===== config.mk =====
export PLATFORM = sky130hd
export DESIGN_NAME = sgdlf_cfg
export DESIGN_NICKNAME = d
export VERILOG_FILES = /design/src/rtl/sgdlf_pkg.sv /design/src/rtl/sgdlf_cfg.sv
export SDC_FILE = /design/constraint.sdc
export NUM_CORES = 1
export LEC_CHECK = 0
export BUFFER_PORTS_ARGS = -buffer_cell sky130_fd_sc_hd__buf_4
export CORE_MARGIN = 1.5
export CORE_UTILIZATION = 48
export CTS_CLUSTER_DIAMETER = 40
export DETAILED_ROUTE_END_ITERATION = 6
export PLACE_DENSITY = 0.84
export SLEW_MARGIN = 20
export SYNTH_ARGS = -nofsm -noshare
export SYNTH_HDL_FRONTEND = slang
export SYNTH_SLANG_ARGS = --single-unit

===== constraint.sdc =====
create_clock -name clk -period 0.8 [get_ports clk]
set_input_delay 0.12 -clock clk [delete_from_list [all_inputs] [get_ports clk]]
set_output_delay 0.12 -clock clk [all_outputs]
set_load 0.03 [all_outputs]

===== src/rtl/sgdlf_pkg.sv =====
`timescale 1ns / 1ps
// sgdlf_pkg: shared types, constants and helpers of the sgd latent factor update unit
// no dependencies
package sgdlf_pkg;

	localparam int LATENT_SIZE = 2;
	localparam int FRAC_BITS = 24;

	localparam int CFG_IDX_W = 2;
	localparam int CFG_DATA_W = 31;

	// register indexes on the configuration port
	localparam logic [CFG_IDX_W-1:0] CFG_LEARN_RATE = 2'd0;
	localparam logic [CFG_IDX_W-1:0] CFG_REG_WEIGHT = 2'd1;
	localparam logic [CFG_IDX_W-1:0] CFG_REQUEUE_THRESHOLD = 2'd2;

	localparam logic [23:0] LEARN_RATE_RST = 24'd13245;
	localparam logic [23:0] REG_WEIGHT_RST = 24'd16777;
	localparam logic [30:0] REQUEUE_THRESHOLD_RST = 31'd335544320;

	typedef struct packed {
		logic [23:0] learn_rate;
		logic [23:0] reg_weight;
		logic [30:0] requeue_threshold;
	} cfg_t;

	// latent vectors as raw two's complement words
	typedef struct packed {
		logic [31:0] u0;
		logic [31:0] u1;
		logic [31:0] m0;
		logic [31:0] m1;
	} vec_t;

	// error stage to update stage
	typedef struct packed {
		logic        valid;
		vec_t        x;
		logic [7:0]  rating;
		logic [41:0] err;
		logic [31:0] err_sat;
	} err_t;

	// update stage to check stage
	typedef struct packed {
		logic        valid;
		vec_t        nx;
		logic [7:0]  rating;
		logic [41:0] err;
	} upd_t;

	// check stage to output
	typedef struct packed {
		logic        valid;
		vec_t        nx;
		logic        requeue;
	} res_t;

	// saturate a 44-bit two's complement value to 32 bits
	function automatic logic [31:0] sat32(input logic [43:0] v);
		logic [31:0] r;
		r = v[31:0];
		if (!v[43] && (|v[42:31])) begin
			r = 32'h7fff_ffff;
		end else if (v[43] && !(&v[42:31])) begin
			r = 32'h8000_0000;
		end
		return r;
	endfunction

endpackage


===== src/rtl/sgdlf_cfg.sv =====
`timescale 1ns / 1ps
// sgdlf_cfg: configuration registers written through a plain write port
// depends on sgdlf_pkg
module sgdlf_cfg (
	input  logic                            clk,
	input  logic                            arst_n,
	input  logic                            we,
	input  logic [sgdlf_pkg::CFG_IDX_W-1:0]  index,
	input  logic [sgdlf_pkg::CFG_DATA_W-1:0] wdata,
	output sgdlf_pkg::cfg_t                 cfg
);
	import sgdlf_pkg::*;

	cfg_t cfg_q;

	always_ff @(posedge clk or negedge arst_n) begin
		if (!arst_n) begin
			cfg_q.learn_rate <= LEARN_RATE_RST;
			cfg_q.reg_weight <= REG_WEIGHT_RST;
			cfg_q.requeue_threshold <= REQUEUE_THRESHOLD_RST;
		end else if (we) begin
			case (index)
				CFG_LEARN_RATE: cfg_q.learn_rate <= wdata[23:0];
				CFG_REG_WEIGHT: cfg_q.reg_weight <= wdata[23:0];
				CFG_REQUEUE_THRESHOLD: cfg_q.requeue_threshold <= wdata[30:0];
				default: ;
			endcase
		end
	end

	assign cfg = cfg_q;
endmodule


; ---- Word level (Yosys, flattened, before mapping)
; Index checks and enable logic that the tools add are counted.
; W data, S select, Z words.
[op_classes]
add_sub_neg = 0
mul = 0
div_mod_pow = 0
n_lt_le_gt_ge = 0
n_eq_ne = 2
shift = 0
muxes = 0
bitwise_logic = 0
n_reduce_logical = 4
[ops]
columns = operator, n
row1 = $reduce_and A2 Y1, 3
row2 = $eq A2 B1 Y1 const B, 1
row3 = $eq A2 B2 Y1 const B, 1
row4 = $logic_not A2 Y1, 1
[word_totals]
register_bits = 79
latch_bits = 0
ramBits = 0
rom_bits = 0
output_inout_bits = 79
word_cells = 9
mem_count = 0

; ---- Depth between registers and ports, before layout
; Gate-level depths: netlist of the first run.
[logic_depth]
ltp_word = 2
mapped_depth = 3
ltp_nobuf = 2

; ---- Least setup slack after synthesis of the first run
; OpenSTA, ideal clock, no wires.
[synth_path]
path_type = input -> register
startpoint = in index[1] (netlist name)
endpoint = reg cfg_q, in the netlist cfg[56]
setup_ns = 0.125
arrival_ns = 0.943
required_ns = 0.675
slack_ns = -0.268
stages = 3
path_cell_list = nor3b_4 -> buf_4 -> mux2_2
[synth_between]
elab_chain_len = 2
[synth_rtl]
columns = element, line_no
row1 = start: declaration, sgdlf_cfg.sv:8  ; input logic [sgdlf_pkg::CFG_IDX_W-1:0] index,
row2 = $logic_not A2 Y1, sgdlf_cfg.sv:22  ; case (index)
row3 = $reduce_and A2 Y1 (no source line), --
row4 = end: declaration, sgdlf_cfg.sv:14  ; cfg_t cfg_q;
; Every way passes these cells.
; A chain may end at the register's enable or synchronous reset.

; ---- Worst setup path after layout of the first run
[layout_path]
startpoint = reg cfg_q, in the netlist cfg[64]
endpoint = out cfg[64] (netlist name)
[layout_lines]
columns = element, line_no
row1 = end: declaration, sgdlf_cfg.sv:10  ; output sgdlf_pkg::cfg_t cfg
; No word-level cell between the ends.

==> flow_summary.toml, run 1 <==
[status]
outcome = "finished, violations left"
violations = "setup timing"

[synth]
synth-xor-area-share = 0
synthDominantCellAreaShare = 0.521
async_reset_ff_frac = 1.00
yosys_warnings = 0
ys_top_cells_by_count = "mux2_2 (78), dfrtp_1 (62), dfstp_2 (17), buf_4 (7)"
syn-instance-count = 168
yosysSeqAreaShare = 0.671
synthSimpleGateAreaFrac = 0.0126
ys_seq_elements = 79
synth.area.top_cells = "dfrtp_1 (52%), mux2_2 (29%), dfstp_2 (15%), buf_4 (1.8%), nor3b_4 (0.63%)"
syn_nets = 204
synth-main-ff-cell = "dfrtp_1"
synth_adder_area_share = 0
avgSynthCellArea_um2 = 17.7
synthesis.area_mm2 = 0.00298
yosysMostFrequentCell = "mux2_2"
yosysTopAreaCell = "dfrtp_1"
synth_top_family_by_area = "multiplexers"
synth_compound_area_frac = 0
muxShareOfSynthArea = 0.299
ys_types = 8
synth_edf_count = 0

[final_layout]
areaGrowthSynthToFinish_pct = 71.3
layout.nets = 363
fill_cells = 248
drive_above_1_share = 0.855
antenna-diode-count = 0
largest_reg_flops = 79

[worst_setup_path]
worst-path-buf-inv = 1
slowest_stage = "dfstp_2"
rr_startpoint = "cfg[59]"
path_class = "flip-flop to output port"
arrival_ps = 1040
crit_path_end_kind = "output port"
reg2reg_depth = 3
crit_required_ps = 680
cp_slowest_stage_delay_ps = 570
r2r-end = "cfg[59]"
critical_path.startpoint_type = "flip-flop"
crit_path_max_fanout = 2
critical_path.cell_chain = "buf_6"
ff2ff_setup_slack_ps = -150
crit_family = "flip-flops"

[grt]
first_global_vias = 2248
grt_overflow = 0
grt_util_all_layers = 0.248
grt_max_degree = 36
antenna_found_initial = 0
grt_pass1_wl_um = 11900

[clock_network]
clockBufferDepth = 2
cts_tree = "done"
cts_root_buf = "clkbuf_8"
clk_pin_slew_ps = 70
clk_latency_ps = 340
clock_sinks = 79
numCtsBuffers = 9
ctsHtreeMaxLevel = 3

[detailed_routing]
vias = 2115
ant_nets = 0
wl_per_cell_um = 22.8
drt-initial-drc-count = 79
drt_pass1_iterations = 4
via_per_inst = 5.20
wl_um = 9270
drc = 0

[min_path]
hold_end = "cfg[29]"
hold_path_class = "primary input to flip-flop"
hold_path_startpoint = "wdata[29]"
whs_path_depth = 2

[placement]
dp_hpwl_um = 4880
io_buffer_count = 114
dpl_worst_slack_ps = -386
place_congestion = 0.729

[timing]
finalCritPeriodShare = 1.45
clock_skew_ps = 0
relSlewSlack = 0.863
slew_viol_final = 0
period_needed_ps = 1160
rsz0062_at_grt = "yes"
finalSetupViolations = 113
worstMarginPinSlew_ps = 205
hold_viol = 0
max_freq_ghz = 0.860
fin_ws_ps = -363

[pwr]
irDropWorstVdd_mv = 2.05
p_per_area_mw_per_mm2 = 2670
p_leak_nw = 2.47
power.total_mw = 13.6

[floorplan]
fp-row-count = 28
coreArea_mm2 = 0.00596
die_area_mm2 = 0.00669
start_util = 0.500
die_y_um = 81.8
die_x_um = 81.8
io_pins = 115

[job]
drv_cap = 0
layout make-up:
| class | instances | area, µm² | area share |
|---|---|---|---|
| clock buffers | 13 | 149 | 0.0292 |
| clock inverters | 3 | 18.8 | 0.00368 |
| multi-input cells | 82 | 1120 | 0.220 |
| flip-flops and latches | 79 | 2020 | 0.397 |
| well taps | 75 | 93.8 | 0.0184 |
| repair buffers | 155 | 1690 | 0.332 |
power breakdown:
group | total (mW) | switching [mW] | internal [mW] | leakage, nW
combinational | 5.45 | 2.56 | 2.88 | 1.49
clock | 2.60 | 1.39 | 1.21 | 0.0874
sequential | 5.59 | 0.675 | 4.92 | 0.890
total | 13.6 | 4.62 | 9.01 | 2.47
cell families after synthesis:
family,Yosys count
buffers and inverters,7
flip-flops,79
multiplexers,79
AND/OR/NAND/NOR,3
worst max path at each step:
stage / to / startpoint / cells past startpoint
global route: cfg[64] / cfg[64] / 1
finish: cfg[64] / cfg[64] / 1
global placement: cfg[74] / index[0] / 4
CTS: cfg[45] / cfg[45] / 1
floorplan: cfg[56] / index[0] / 3
detailed placement: cfg[72] / index[0] / 4
layout by cell type (no fill, tap or decap), types with 2 or more instances in the layout:
master,instances
buf_12,6
dfrtp_2,21
dfrtp_1,41
buf_6,101
buf_4,41
dfstp_2,17
mux2_2,29
clkinv_2,2
dlygate4sd3_1,2
clkbuf_1,3
clkbuf_8,10
mux2_4,50
buf_16,2
per-layer routing:
| layer | global-route usage | vias to the layer above | share of wire | wire length (µm) |
|---|---|---|---|---|
| met5 | 0 | - | 0 | 0 |
| met4 | 0.132 | 0 | 0.030 | 282 |
| met3 | 0.0556 | 23 | 0.049 | 454 |
| met2 | 0.425 | 89 | 0.54 | 4980 |
| met1 | 0.289 | 1084 | 0.38 | 3560 |
| li1 | - | 919 | - | - |
per-stage QoR:
stage	setup TNS, ps	std cells	utilization	area, µm²	hold slack [ps]
final	-21640	407	0.857	5100	12.2
after detailed placement	-24110	358	0.691	4120	-23.3
after global routing	-24840	407	0.857	5100	7.27
after floorplan	-11170	168	-	3110	-176
after CTS	-21100	395	0.813	4840	-1.13
after global placement	-23890	358	0.691	4120	-23.1
timing repair:
item / CTS / global route
cloned: 2 / 1
setup buffers: 17 / 12
pin swaps: 0 / 1
resized for setup: 94 / 43
setup endpoints to repair: 83 / 121
hold buffers: 2 / 1
endpoints found under the hold margin: 67 / 1
Power figures use the tool's default switching activity.
==> run 2: changes to the inputs <==
--- a/config.mk
+++ b/config.mk
@@ -10,7 +10,7 @@
 export CORE_UTILIZATION = 48
 export CTS_CLUSTER_DIAMETER = 40
 export DETAILED_ROUTE_END_ITERATION = 6
-export PLACE_DENSITY = 0.84
+export PLACE_DENSITY_LB_ADDON = 0.2
 export SLEW_MARGIN = 20
 export SYNTH_ARGS = -nofsm -noshare
 export SYNTH_HDL_FRONTEND = slang
==> run 2 against run 1 <==
Effect of this change:
- the flow still finishes with violations (setup timing)
- largest power group unchanged
- combinational power is 0.9% lower
- cell count grew 1.2%
- critical path type unchanged
- via count down 1.7%
- wire length is 7.5% lower
- clock power grew 27%
- sequential share of layout area down 0.71 points
==> flow_summary.toml, run 2 (same netlist as run 1, synthesis figures left out) <==
[placement]
place_congestion = 0.708
io_buffer_count = 114
dp_hpwl_um = 4980
dpl_worst_slack_ps = -387

[floorplan]
start_util = 0.500
die_area_mm2 = 0.00669
io_pins = 115
coreArea_mm2 = 0.00596
fp-row-count = 28
die_x_um = 81.8
die_y_um = 81.8

[worst_setup_path]
crit_family = "flip-flops"
slowest_stage = "dfstp_2"
crit_path_max_fanout = 2
cp_slowest_stage_delay_ps = 570
worst-path-buf-inv = 1
crit_start = "cfg[45]"
crit_required_ps = 680
path_class = "flip-flop to output port"
critical_path.startpoint_type = "flip-flop"
rr_startpoint = "cfg[62]"
critical_path.cell_chain = "buf_6"
arrival_ps = 1040
crit_path_end_kind = "output port"

[clock_network]
clk_pin_slew_ps = 90
cts_tree = "done"
clockBufferDepth = 2
numCtsBuffers = 9
ctsHtreeMaxLevel = 3
clk_latency_ps = 340
clock_sinks = 79
cts_root_buf = "clkbuf_8"

[pwr]
power.total_mw = 14.3
p_leak_nw = 2.50
p_per_area_mw_per_mm2 = 2750
irDropWorstVdd_mv = 1.74

[detailed_routing]
drc = 0
vias = 2079
drt-initial-drc-count = 109
wl_um = 8570
wl_per_cell_um = 20.8
drt_pass1_iterations = 4
via_per_inst = 5.05
ant_nets = 0

[timing]
clock_skew_ps = 0
relSlewSlack = 0.793
finalCritPeriodShare = 1.46
period_needed_ps = 1160
worstMarginPinSlew_ps = 311
fin_ws_ps = -365
hold_ws_ps = 12.3
hold_viol = 0
tns_ps = -21290
slew_viol_final = 0
finalSetupViolations = 113
max_freq_ghz = 0.859
rsz0062_at_grt = "yes"

[grt]
antenna_found_initial = 0
grt_util_all_layers = 0.236
first_global_vias = 2227
grt_pass1_wl_um = 11500
grt_overflow = 0
grt_max_degree = 24

[final_layout]
seq_area_mm2 = 0.00202
antenna-diode-count = 0
fin_util = 0.872
final_cell_mix = "buf_6 (104), mux2_4 (43), buf_4 (42)"
areaGrowthSynthToFinish_pct = 74.5
final_common_cell = "buf_6"
drive_above_1_share = 0.866
fill_cells = 266
layout.nets = 368
largest_reg_flops = 79
multi_input_area_mm2 = 0.00110

[min_path]
hold_path_startpoint = "wdata[26]"
hold_path_class = "primary input to flip-flop"

[job]
drv_cap = 0

[status]
outcome = "finished, violations left"
violations = "setup timing"
## run 2: cell count changes in the layout (fill, tap and decap cells not counted), sizes merged
cell / previous run / this run
buf: 151 / 155
bufinv: 0 / 2
clkinv: 3 / 2
clkinvlp: 0 / 1
dlymetal6s4s: 1 / 0
## run 2: per-stage QoR
step / cell area, µm² / std cells
2_1_floorplan: 3110 / 168
3_3_place_gp: 4150 / 363
3_5_place_dp: 4150 / 363
4_1_cts: 4920 / 402
5_1_grt: 5190 / 412
6_report: 5190 / 412
## run 2: path summary, 6_finish.rpt
check                          end  slack, ps  cells after the start
max                        cfg[45]       -360                      1
min                        cfg[26]         10                      2
max reg2reg                cfg[62]       -130                      3
min reg2reg                cfg[49]        530                      1
max in group asynchronous  cfg[68]        100                      3
min in group asynchronous   cfg[6]        210                      2
## run 2: layout make-up
| class | count | share of cell area |
|---|---|---|
| sequential | 79 | 0.390 |
| multi-input combinational | 82 | 0.211 |
| tap | 75 | 0.0181 |
| timing repair buffer | 160 | 0.338 |
| clock buffer | 11 | 0.0272 |
| clock inverter | 5 | 0.0157 |
## run 2: what timing repair did
action,4_1_cts,5_1_grt
hold buffers,2,0
hold endpoints to repair,65,0
gates cloned,0,3
buffers inserted,21,8
gates resized for setup,98,39
endpoints found under the setup margin,96,134
pin swaps,0,1
## run 2: routing by layer
layer,up-vias,global-route usage,part of all wire
met5,-,0,0
met4,0,0.0763,0.010
met3,9,0.0622,0.057
met2,88,0.389,0.51
met1,1062,0.302,0.42
li1,920,-,-
## run 2: power breakdown
group          internal (mW)  switching (mW)
Sequential              4.92           0.656
Clock                   1.85            1.46
Combinational           2.88            2.52
Total                   9.64            4.64
